File: src/rtl/psched_pkg.sv
// Shared types and constants for the preemptive priority scheduler.
`default_nettype none
package psched_pkg;

  localparam int unsigned SlotW  = 4;
  localparam int unsigned BurstW = 16;
  localparam int unsigned PrioW  = 8;
  localparam int unsigned TimeW  = 16;
  localparam int unsigned InDataW  = 48;
  localparam int unsigned OutDataW = 56;
  localparam logic [TimeW-1:0] ClockMax = {TimeW{1'b1}};

  typedef enum logic {
    OP_LOAD = 1'b0,
    OP_TICK = 1'b1
  } op_t;

  // A running slot behaves exactly like a ready one in every decision, so the
  // two share one code.
  typedef enum logic [1:0] {
    SLOT_EMPTY = 2'd0,
    SLOT_NEW   = 2'd1,
    SLOT_READY = 2'd2,
    SLOT_DONE  = 2'd3
  } slot_st_t;

  typedef enum logic [2:0] {
    ST_IDLE,
    ST_LOAD,
    ST_SCAN,
    ST_FETCH,
    ST_UPDATE,
    ST_OUT
  } ctrl_st_t;

  typedef struct packed {
    logic capture;
    logic load_exec;
    logic scan_start;
    logic scan_run;
    logic fetch;
    logic update;
    logic out_load;
  } cmd_t;

  typedef struct packed {
    logic scan_last;
    logic out_free;
  } sts_t;

endpackage
`default_nettype wire

File: src/rtl/psched_ctrl.sv
// Sequencing state machine of the scheduler.
`default_nettype none
module psched_ctrl (
  input  wire logic             clk,
  input  wire logic             rst,
  input  wire logic             in_valid,
  input  wire logic             in_op,
  output logic                  in_ready,
  input  wire psched_pkg::sts_t sts,
  output psched_pkg::cmd_t      cmd
);

  psched_pkg::ctrl_st_t state, state_next;

  always_ff @(posedge clk) begin
    if (rst) begin
      state <= psched_pkg::ST_IDLE;
    end else begin
      state <= state_next;
    end
  end

  always_comb begin
    state_next = state;
    cmd        = '0;
    in_ready   = 1'b0;
    case (state)
      psched_pkg::ST_IDLE: begin
        in_ready = 1'b1;
        if (in_valid) begin
          cmd.capture = 1'b1;
          if (in_op == psched_pkg::OP_LOAD) begin
            state_next = psched_pkg::ST_LOAD;
          end else begin
            cmd.scan_start = 1'b1;
            state_next     = psched_pkg::ST_SCAN;
          end
        end
      end
      psched_pkg::ST_LOAD: begin
        cmd.load_exec = 1'b1;
        state_next    = psched_pkg::ST_OUT;
      end
      psched_pkg::ST_SCAN: begin
        cmd.scan_run = 1'b1;
        if (sts.scan_last) begin
          state_next = psched_pkg::ST_FETCH;
        end
      end
      psched_pkg::ST_FETCH: begin
        cmd.fetch  = 1'b1;
        state_next = psched_pkg::ST_UPDATE;
      end
      psched_pkg::ST_UPDATE: begin
        cmd.update = 1'b1;
        state_next = psched_pkg::ST_OUT;
      end
      psched_pkg::ST_OUT: begin
        if (sts.out_free) begin
          cmd.out_load = 1'b1;
          state_next   = psched_pkg::ST_IDLE;
        end
      end
      default: begin
        state_next = psched_pkg::ST_IDLE;
      end
    endcase
  end

`ifndef SYNTHESIS
  a_ready_only_idle: assert property (@(posedge clk) disable iff (rst)
    in_ready |-> state == psched_pkg::ST_IDLE)
    else $error("input taken outside idle");
  a_tick_goes_scan: assert property (@(posedge clk) disable iff (rst)
    (in_valid && in_ready && in_op == psched_pkg::OP_TICK) |=> state == psched_pkg::ST_SCAN)
    else $error("tick did not start a scan");
  a_fetch_then_update: assert property (@(posedge clk) disable iff (rst)
    cmd.fetch |=> cmd.update)
    else $error("fetch not followed by update");
`endif

endmodule
`default_nettype wire

File: src/rtl/psched_dp.sv
// Slot tables, priority scan, slot update and output register of the scheduler.
`default_nettype none
module psched_dp #(
  parameter int unsigned MAX_SLOTS = 16
) (
  input  wire logic                                clk,
  input  wire logic                                rst,
  input  wire psched_pkg::cmd_t                    cmd,
  output psched_pkg::sts_t                         sts,
  input  wire logic [psched_pkg::InDataW-1:0]      in_data,
  output logic                                     out_valid,
  input  wire logic                                out_ready,
  output logic [psched_pkg::OutDataW-1:0]          out_data,
  output logic [1:0]                               out_flags
);

  localparam int unsigned IW = (MAX_SLOTS > 1) ? $clog2(MAX_SLOTS) : 1;
  localparam int unsigned CW = $clog2(MAX_SLOTS + 1);
  localparam int unsigned EW = psched_pkg::BurstW + psched_pkg::PrioW + psched_pkg::TimeW;

  // Captured load word.
  logic [psched_pkg::SlotW-1:0]  ld_slot;
  logic [psched_pkg::BurstW-1:0] ld_burst;
  logic [psched_pkg::PrioW-1:0]  ld_prio;
  logic [psched_pkg::TimeW-1:0]  ld_arr;

  // Slot tables: burst, priority and arrival in one memory, remaining time in another.
  logic [EW-1:0]                 ent_mem [MAX_SLOTS];
  logic [psched_pkg::BurstW-1:0] rem_mem [MAX_SLOTS];
  logic [EW-1:0]                 ent_q;
  logic [psched_pkg::BurstW-1:0] rem_q;
  psched_pkg::slot_st_t          slot_st [MAX_SLOTS];

  logic [psched_pkg::TimeW-1:0]  clock_now;
  logic [CW-1:0]                 pend_cnt;

  logic [CW-1:0]                 scan_cnt;
  logic                          chk_valid;
  logic [IW-1:0]                 chk_idx;
  logic                          found;
  logic [psched_pkg::PrioW-1:0]  best;
  logic [IW-1:0]                 pick;

  logic [psched_pkg::SlotW-1:0]  res_running;
  logic                          res_idle;
  logic                          res_finished;
  logic [psched_pkg::TimeW-1:0]  res_turn;
  logic [psched_pkg::TimeW-1:0]  res_wait;

  logic [6:0]                    slot_ext;
  logic [6:0]                    pick_ext;
  logic                          ld_in_range;
  logic [IW-1:0]                 ld_idx;
  logic                          rd_en;
  logic [IW-1:0]                 rd_addr;
  logic [psched_pkg::BurstW-1:0] ent_burst;
  logic [psched_pkg::PrioW-1:0]  ent_prio;
  logic [psched_pkg::TimeW-1:0]  ent_arr;
  psched_pkg::slot_st_t          chk_st;
  logic                          chk_admit;
  logic                          chk_elig;
  logic                          ld_old_pend;
  logic                          ld_new_pend;
  logic [psched_pkg::BurstW-1:0] rem_dec;
  logic [psched_pkg::TimeW-1:0]  clock_inc;
  logic [psched_pkg::TimeW-1:0]  turn_calc;
  logic                          fin_now;

  assign slot_ext    = 7'(ld_slot);
  assign pick_ext    = 7'(pick);
  assign ld_in_range = slot_ext < 7'(MAX_SLOTS);
  assign ld_idx      = slot_ext[IW-1:0];
  assign rd_en       = cmd.fetch || (cmd.scan_run && scan_cnt < CW'(MAX_SLOTS));
  assign rd_addr     = cmd.fetch ? pick : scan_cnt[IW-1:0];

  assign {ent_burst, ent_prio, ent_arr} = ent_q;

  assign chk_st    = slot_st[chk_idx];
  assign chk_admit = chk_st == psched_pkg::SLOT_NEW && ent_arr <= clock_now;
  assign chk_elig  = chk_admit || chk_st == psched_pkg::SLOT_READY;

  assign ld_old_pend = slot_st[ld_idx] == psched_pkg::SLOT_NEW ||
                       slot_st[ld_idx] == psched_pkg::SLOT_READY;
  assign ld_new_pend = ld_burst != '0;

  assign rem_dec   = (rem_q != '0) ? rem_q - 1'b1 : rem_q;
  assign clock_inc = (clock_now != psched_pkg::ClockMax) ? clock_now + 1'b1 : clock_now;
  assign turn_calc = clock_inc - ent_arr;
  assign fin_now   = found && rem_dec == '0;

  assign sts.scan_last = chk_valid && chk_idx == IW'(MAX_SLOTS - 1);
  assign sts.out_free  = !out_valid || out_ready;

  // Memories: one write and one registered read per cycle.
  always_ff @(posedge clk) begin
    if (cmd.load_exec && ld_in_range && ld_new_pend) begin
      ent_mem[ld_idx] <= {ld_burst, ld_prio, ld_arr};
    end
    if (rd_en) begin
      ent_q <= ent_mem[rd_addr];
    end
  end

  always_ff @(posedge clk) begin
    if (cmd.load_exec && ld_in_range && ld_new_pend) begin
      rem_mem[ld_idx] <= ld_burst;
    end else if (cmd.update && found) begin
      rem_mem[pick] <= rem_dec;
    end
    if (rd_en) begin
      rem_q <= rem_mem[rd_addr];
    end
  end

  always_ff @(posedge clk) begin
    if (cmd.capture) begin
      ld_slot  <= in_data[3:0];
      ld_burst <= in_data[19:4];
      ld_prio  <= in_data[27:20];
      ld_arr   <= in_data[43:28];
    end
  end

  always_ff @(posedge clk) begin
    if (rst) begin
      for (int i = 0; i < MAX_SLOTS; i++) begin
        slot_st[i] <= psched_pkg::SLOT_EMPTY;
      end
      clock_now <= '0;
      pend_cnt  <= '0;
      scan_cnt  <= '0;
      chk_valid <= 1'b0;
      found     <= 1'b0;
    end else begin
      if (cmd.load_exec && ld_in_range) begin
        slot_st[ld_idx] <= ld_new_pend ? psched_pkg::SLOT_NEW : psched_pkg::SLOT_EMPTY;
        pend_cnt <= pend_cnt - CW'(ld_old_pend) + CW'(ld_new_pend);
      end

      if (cmd.scan_start) begin
        scan_cnt  <= '0;
        chk_valid <= 1'b0;
        found     <= 1'b0;
      end else begin
        chk_valid <= cmd.scan_run && scan_cnt < CW'(MAX_SLOTS);
        if (cmd.scan_run && scan_cnt < CW'(MAX_SLOTS)) begin
          scan_cnt <= scan_cnt + 1'b1;
        end
        // Strict compare keeps the lowest index among equal priorities.
        if (chk_valid) begin
          if (chk_admit) begin
            slot_st[chk_idx] <= psched_pkg::SLOT_READY;
          end
          if (chk_elig && (!found || ent_prio < best)) begin
            found <= 1'b1;
            best  <= ent_prio;
            pick  <= chk_idx;
          end
        end
      end

      if (cmd.update) begin
        clock_now <= clock_inc;
        if (fin_now) begin
          slot_st[pick] <= psched_pkg::SLOT_DONE;
          pend_cnt      <= pend_cnt - 1'b1;
        end
      end
    end
  end

  always_ff @(posedge clk) begin
    chk_idx <= scan_cnt[IW-1:0];
  end

  always_ff @(posedge clk) begin
    if (cmd.load_exec) begin
      res_running  <= '0;
      res_idle     <= 1'b1;
      res_finished <= 1'b0;
      res_turn     <= '0;
      res_wait     <= '0;
    end else if (cmd.update) begin
      res_running  <= found ? pick_ext[3:0] : '0;
      res_idle     <= !found;
      res_finished <= fin_now;
      res_turn     <= fin_now ? turn_calc : '0;
      res_wait     <= (fin_now && turn_calc > ent_burst) ? turn_calc - ent_burst : '0;
    end
  end

  always_ff @(posedge clk) begin
    if (rst) begin
      out_valid <= 1'b0;
    end else if (cmd.out_load) begin
      out_valid <= 1'b1;
    end else if (out_ready) begin
      out_valid <= 1'b0;
    end
  end

  always_ff @(posedge clk) begin
    if (cmd.out_load) begin
      out_data  <= {3'b000, pend_cnt == '0, res_wait, res_turn, res_running, clock_now};
      out_flags <= {res_finished, res_idle};
    end
  end

`ifndef SYNTHESIS
  a_pend_bound: assert property (@(posedge clk) disable iff (rst)
    pend_cnt <= CW'(MAX_SLOTS))
    else $error("pending count above slot count");
  a_clock_monotonic: assert property (@(posedge clk) disable iff (rst)
    !$past(rst) |-> clock_now >= $past(clock_now))
    else $error("clock went backward");
  a_finish_runs: assert property (@(posedge clk) disable iff (rst)
    $past(cmd.update) && res_finished |-> !res_idle)
    else $error("finished word marked idle");
  a_scan_bounded: assert property (@(posedge clk) disable iff (rst)
    scan_cnt <= CW'(MAX_SLOTS))
    else $error("scan counter overran");
`endif

endmodule
`default_nettype wire

File: src/rtl/preemptive_priority_scheduler_unit.sv
// Top level of the preemptive priority scheduler.
`default_nettype none
// Preemptive priority scheduler over MAX_SLOTS task slots. A load word
// (s_tuser 0) writes one slot and then hands its result to the output register.
// A tick word (s_tuser 1) steps through the table: the slot table sits in
// memories with one read port, so the tick reads one slot a cycle to admit
// arrivals and find the lowest priority value, then reads the chosen slot
// again to update it. One word is worked on at a time; a finished result
// waits in the output register without holding up the next input word. After
// reset all slots are empty and the clock is zero; no clearing pass is needed.
module preemptive_priority_scheduler_unit #(
  parameter int unsigned MAX_SLOTS = 16
) (
  input  wire logic        clk,
  input  wire logic        rst,
  input  wire logic        s_tvalid,
  output logic             s_tready,
  // slot[3:0], burst[19:4], priority_req[27:20], arrival[43:28], zero fill
  input  wire logic [47:0] s_tdata,
  // operation[0]
  input  wire logic        s_tuser,
  output logic             m_tvalid,
  input  wire logic        m_tready,
  // time_now[15:0], running_slot[19:16], turnaround[35:20], waiting[51:36],
  // all_done[52], zero fill
  output logic [55:0]      m_tdata,
  // idle[0], finished[1]
  output logic [1:0]       m_tuser
);

  psched_pkg::cmd_t cmd;
  psched_pkg::sts_t sts;

  psched_ctrl u_ctrl (
    .clk      (clk),
    .rst      (rst),
    .in_valid (s_tvalid),
    .in_op    (s_tuser),
    .in_ready (s_tready),
    .sts      (sts),
    .cmd      (cmd)
  );

  psched_dp #(
    .MAX_SLOTS (MAX_SLOTS)
  ) u_dp (
    .clk       (clk),
    .rst       (rst),
    .cmd       (cmd),
    .sts       (sts),
    .in_data   (s_tdata),
    .out_valid (m_tvalid),
    .out_ready (m_tready),
    .out_data  (m_tdata),
    .out_flags (m_tuser)
  );

endmodule
`default_nettype wire
File: config.mk
export PLATFORM = sky130hd
export DESIGN_NAME = preemptive_priority_scheduler_unit
export DESIGN_NICKNAME = d
export VERILOG_FILES = /design/src/rtl/psched_pkg.sv /design/src/rtl/psched_ctrl.sv /design/src/rtl/psched_dp.sv /design/src/rtl/preemptive_priority_scheduler_unit.sv
export SDC_FILE = /design/constraint.sdc
export NUM_CORES = 2
export LEC_CHECK = 0
export BUFFER_PORTS_ARGS = -buffer_cell sky130_fd_sc_hd__clkbuf_2
export CAP_MARGIN = 5
export CORE_MARGIN = 2
export CORE_UTILIZATION = 60
export DETAILED_ROUTE_END_ITERATION = 10
export PLACE_DENSITY = 0.8
export SETUP_SLACK_MARGIN = 0.05
export SYNTH_ARGS = -nofsm -noshare
export SYNTH_HDL_FRONTEND = slang
export SYNTH_SLANG_ARGS = --single-unit
File: constraint.sdc
create_clock -name clk -period 11.55 [get_ports clk]
set_input_delay 0.5775 -clock clk [delete_from_list [all_inputs] [get_ports clk]]
set_output_delay 0.5775 -clock clk [all_outputs]
set_load 0.02 [all_outputs]
==> metrics.csv <==
stage,metric,value,unit
clock_network,CTS tree,built,
die,Die ar.,0.0828,sq mm
global_route,vias in the first global route,28400,
clock_network,"Reg clk slew, reported paths",60,ps
timing,Fin Hold WS,31.8,ps
place,PortBufs,105,
synthesis,synth unique cells,92,
route,Vias/cell,6.81,
synthesis,synthesized area per cell,17.0,sq um
timing,Worst Tran Pin Value,1210,ps
synthesis,register area share after synthesis,70.6,%
finish,layout cells sized above 1,21.5,%
synthesis,Yosys warnings,0,
outcome,status,"complete, no violations",
route,routed len/inst,30.9,microns
synthesis,top post-synthesis cells by area,"edfxtp_1, mux4_2, dfxtp_1",
die,# rows,104,
synthesis,Synth Area in XOR/XNOR,1.16,%
power_and_ir_drop,Lkg Pwr,18.2,nW
place,hpwl dp,68800,microns
die,initial cell density of the core,60.3,%
timing,Fin. Hold Viols,0,
place,Place WS,4130,ps
route,DRC Markers,0,
worst_setup_path,Setup CP Type,reg -> reg,
die,Ports,113,
synthesis,main combinational cell family by area after synthesis,multiplexers,
worst_setup_path,slowest CP cell,a21oi_1,
global_route,first-pass GRT wire length,188000,microns
worst_setup_path,Crit path required time,12130,ps
clock_network,Num CTS Buffers,112,
timing,Slew HR,19.1,%
timing,final worst clock skew,89.7,ps
timing,RSZ-0062 raised after global routing,no,
power_and_ir_drop,maximum vdd ir drop,198,uV
timing,setup ws final,3790,ps
worst_setup_path,type of destination of the critical path,flop,
clock_network,PostCTS Resize Cnt,0,
synthesis,Synth Area in Adders,1.85,%
synthesis,"flops & latches, synth",1173,
worst_setup_path,crit start category,flop,
place,placed cell area,0.0502,sq mm
worst_setup_path,CP max FO,17,
timing,Final min period,7760,ps
synthesis,"FFs w/ async S/R, synth",0,%
synthesis,number of flops mapped to enable cells by yosys,1063,
global_route,initial antenna violation count,1,
timing,Peak Freq,0.129,GHz
route,Initial DRC Count,3722,
run,Max Cap Viol,0,
global_route,GRT Util Overall,31.3,%
place,Placer Congestion,0.927,
worst_hold_path,HP Class,in -> reg,
clock_network,Worst-Skew Late Latency,730,ps
clock_network,Max Buffers Root-to-Sink,3,
route,First-pass DRT Iterations,7,
die,Core Region,0.0802,sq mm
timing,fin crit share,67.2,%
global_route,"Remaining Overflow, GRT",0,
clock_network,Clock Tree Root,clkbuf_16,
worst_setup_path,Critical Path AT,8340,ps
route,drt total wl,129000,microns
synthesis,fraction of the mapped netlist area in simple logic gates,7.02,%
timing,"Slew Viols, Final",0,
global_route,largest net degree at the start of global routing,154,
synthesis,ys flop type,edfxtp_1,
timing,setup TNS,0,ps
die,Die X,288,microns
worst_setup_path,"slowest stage delay, CP",950,ps
clock_network,H-tree Lvls,3,
route,Routed Antenna Nets,0,
finish,Antenna Diode Count,0,
worst_setup_path,CP Cell Sequence,ha_1 > and2_1 > nor4b_1 > and2_0 > nand4_1 > xnor2_1 > ha_1 > fa_1 > nor2b_1 > o31a_1 > nor2b_1 > o21ai_0 > a31oi_1 > o311ai_0 > ha_1 > nand4_1 > nor3_1 > a21oi_1 > nand4_1 > a21oi_1,
synthesis,compound-gate portion of the synthesized area,5.54,%
clock_network,# clock sinks,1173,
worst_setup_path,Crit path buffers/inverters,0,
clock_network,"Setup Fix Bufs, Post-CTS",0,
worst_setup_path,CP top delay family,compound AO/OA/AOI/OAI gates,
synthesis,Yosys top cell by area,edfxtp_1,
route,Vias,28300,
power_and_ir_drop,PwrDens,172,mW/mm^2
finish,final instance area,0.0543,sq mm
die,die height,288,microns
finish,Layout area overhead,12.4,%
synthesis,top-area cell type share of the netlist area,66.0,%
timing,Final setup viols,0,
synthesis,synthesized instance count,2849,
synthesis,post-synthesis mux area share,11.8,%
synthesis,Mapped Area,0.0483,sq mm
finish,Final nets,3124,
## synth_stat cells (7+ instances only)
master / number
nand2b_1: 12
nand2_1: 206
o21a_1: 14
nor3_1: 34
and3_1: 16
dfxtp_1: 110
nor4_1: 7
o211ai_1: 8
xnor2_1: 47
xor2_1: 17
nand4_1: 45
a22oi_1: 18
o2111ai_1: 7
nor2b_1: 16
a211oi_1: 69
nand3b_1: 11
o21ai_1: 9
buf_2: 46
ha_1: 66
a21o_1: 13
inv_1: 79
clkbuf_1: 82
a21oi_1: 74
o21ai_0: 39
nand3_1: 46
buf_4: 9
a31oi_1: 76
nor2_1: 140
mux2_2: 10
or3_1: 13
mux4_2: 244
and2_1: 66
mux2i_1: 8
edfxtp_1: 1063
## registers in the layout, summed over array words and instances, names as in the netlist, 3 cells and up, named ones only
| name | flops |
|---|---|
| u_dp.ld_arr | 16 |
| u_dp.pend_cnt | 5 |
| u_dp.out_data | 53 |
| u_dp.best | 8 |
| u_dp.chk_idx | 4 |
| u_dp.rem_q | 16 |
| u_dp.rem_mem | 256 |
| u_dp.res_running | 4 |
| u_dp.ent_mem | 640 |
| u_dp.res_turn | 16 |
| u_ctrl.state | 3 |
| u_dp.scan_cnt | 5 |
| u_dp.ent_q | 40 |
| u_dp.clock_now | 16 |
| u_dp.pick | 4 |
| u_dp.ld_burst | 16 |
| u_dp.slot_st | 32 |
| u_dp.ld_idx | 4 |
| u_dp.ld_prio | 8 |
| u_dp.res_wait | 16 |
## worst reg2reg max path, delay by kind of cell (launching register included)
family / cells / cell delay (ps)
AND/OR/NAND/NOR: 9 / 2740
AO/OA/AOI/OAI: 6 / 2740
adder cells (fa/ha/maj): 4 / 1350
flip-flops: 1 / 460
XOR/XNOR: 1 / 340
## power breakdown
group          switching (mW)  leakage [nW]  internal [mW]
clock network            1.68          1.90           2.24
registers               0.114          10.5           4.76
logic                   0.334          5.74          0.212
total                    2.13          18.2           7.21
## cell usage in the layout (no fill, tap or decap), types with 14 or more instances in the layout
cell,synthesis,final
edfxtp_1,1063,1063
mux4_2,244,244
nand2_1,206,206
nor2_1,140,124
clkbuf_16,0,114
dfxtp_1,110,110
clkbuf_2,0,105
inv_1,79,79
a31oi_1,76,76
a21oi_1,74,73
a211oi_1,69,69
and2_1,66,66
ha_1,66,66
buf_4,9,61
xnor2_1,47,47
nand3_1,46,46
nand4_1,45,45
o21ai_0,39,37
nor3_1,34,33
clkinv_2,0,21
nor2_4,2,18
a22oi_1,18,18
bufinv_16,0,18
xor2_1,17,17
and3_1,16,16
clkinv_1,0,16
dlygate4sd3_1,0,16
nor2b_1,16,15
o21a_1,14,14
## metal layers
metal / vias to the layer above / routed length [microns] / global-route usage (%)
li1: 11600 / - / -
met1: 14400 / 47200 / 42.5
met3: 346 / 13600 / 6.57
met5: - / 13 / 0
met2: 1982 / 62900 / 50.5
met4: 2 / 4890 / 12.2
## layout make-up
| type | instances | area [sq um] |
|---|---|---|
| Sequential cell | 1173 | 34100 |
| Fill cell | 5027 | 25800 |
| Multi-Input combinational cell | 1451 | 13400 |
| Clock buffer | 127 | 2920 |
| Tap cell | 1060 | 1330 |
| Timing Repair Buffer | 184 | 1180 |
| Clock inverter | 82 | 1040 |
| Inverter | 80 | 300 |
## repair_timing
item                                    4_1_cts  5_1_grt
endpoints found under the setup margin        0        0
endpoints found under the hold margin        16        0
hold buffers                                 16        0
## kinds of logic after synthesis
group,after synthesis
fa+ha+maj,70
simple gates,662
buf+inv,227
other cells,1
flops,1173
compound gates,390
mux,262
xor+xnor,64
## through the flow
step | cells | power, mW | utilization (%)
6_report | 4157 | 9.34 | 67.8
5_1_grt | 4157 | 9.55 | 67.8
4_1_cts | 4157 | 9.35 | 67.8
3_5_place_dp | 3932 | 5.48 | 62.7
3_3_place_gp | 3932 | 5.46 | 62.7
2_1_floorplan | 2851 | 5.28 | -
## worst paths after layout
path | startpoint | endpoint | slack, ps | depth (start not counted)
worst max-delay path | u_dp.clock_now[0] | u_dp.res_wait[6] | 3790 | 20
worst min-delay path | s_tdata[4] | u_dp.ld_burst[0] | 30 | 1
worst max register to register | u_dp.clock_now[0] | u_dp.res_wait[6] | 3790 | 20
worst min register to register | u_dp.res_wait[6] | u_dp.out_data[42] | 430 | 0
(Power assumes the default switching activity.)
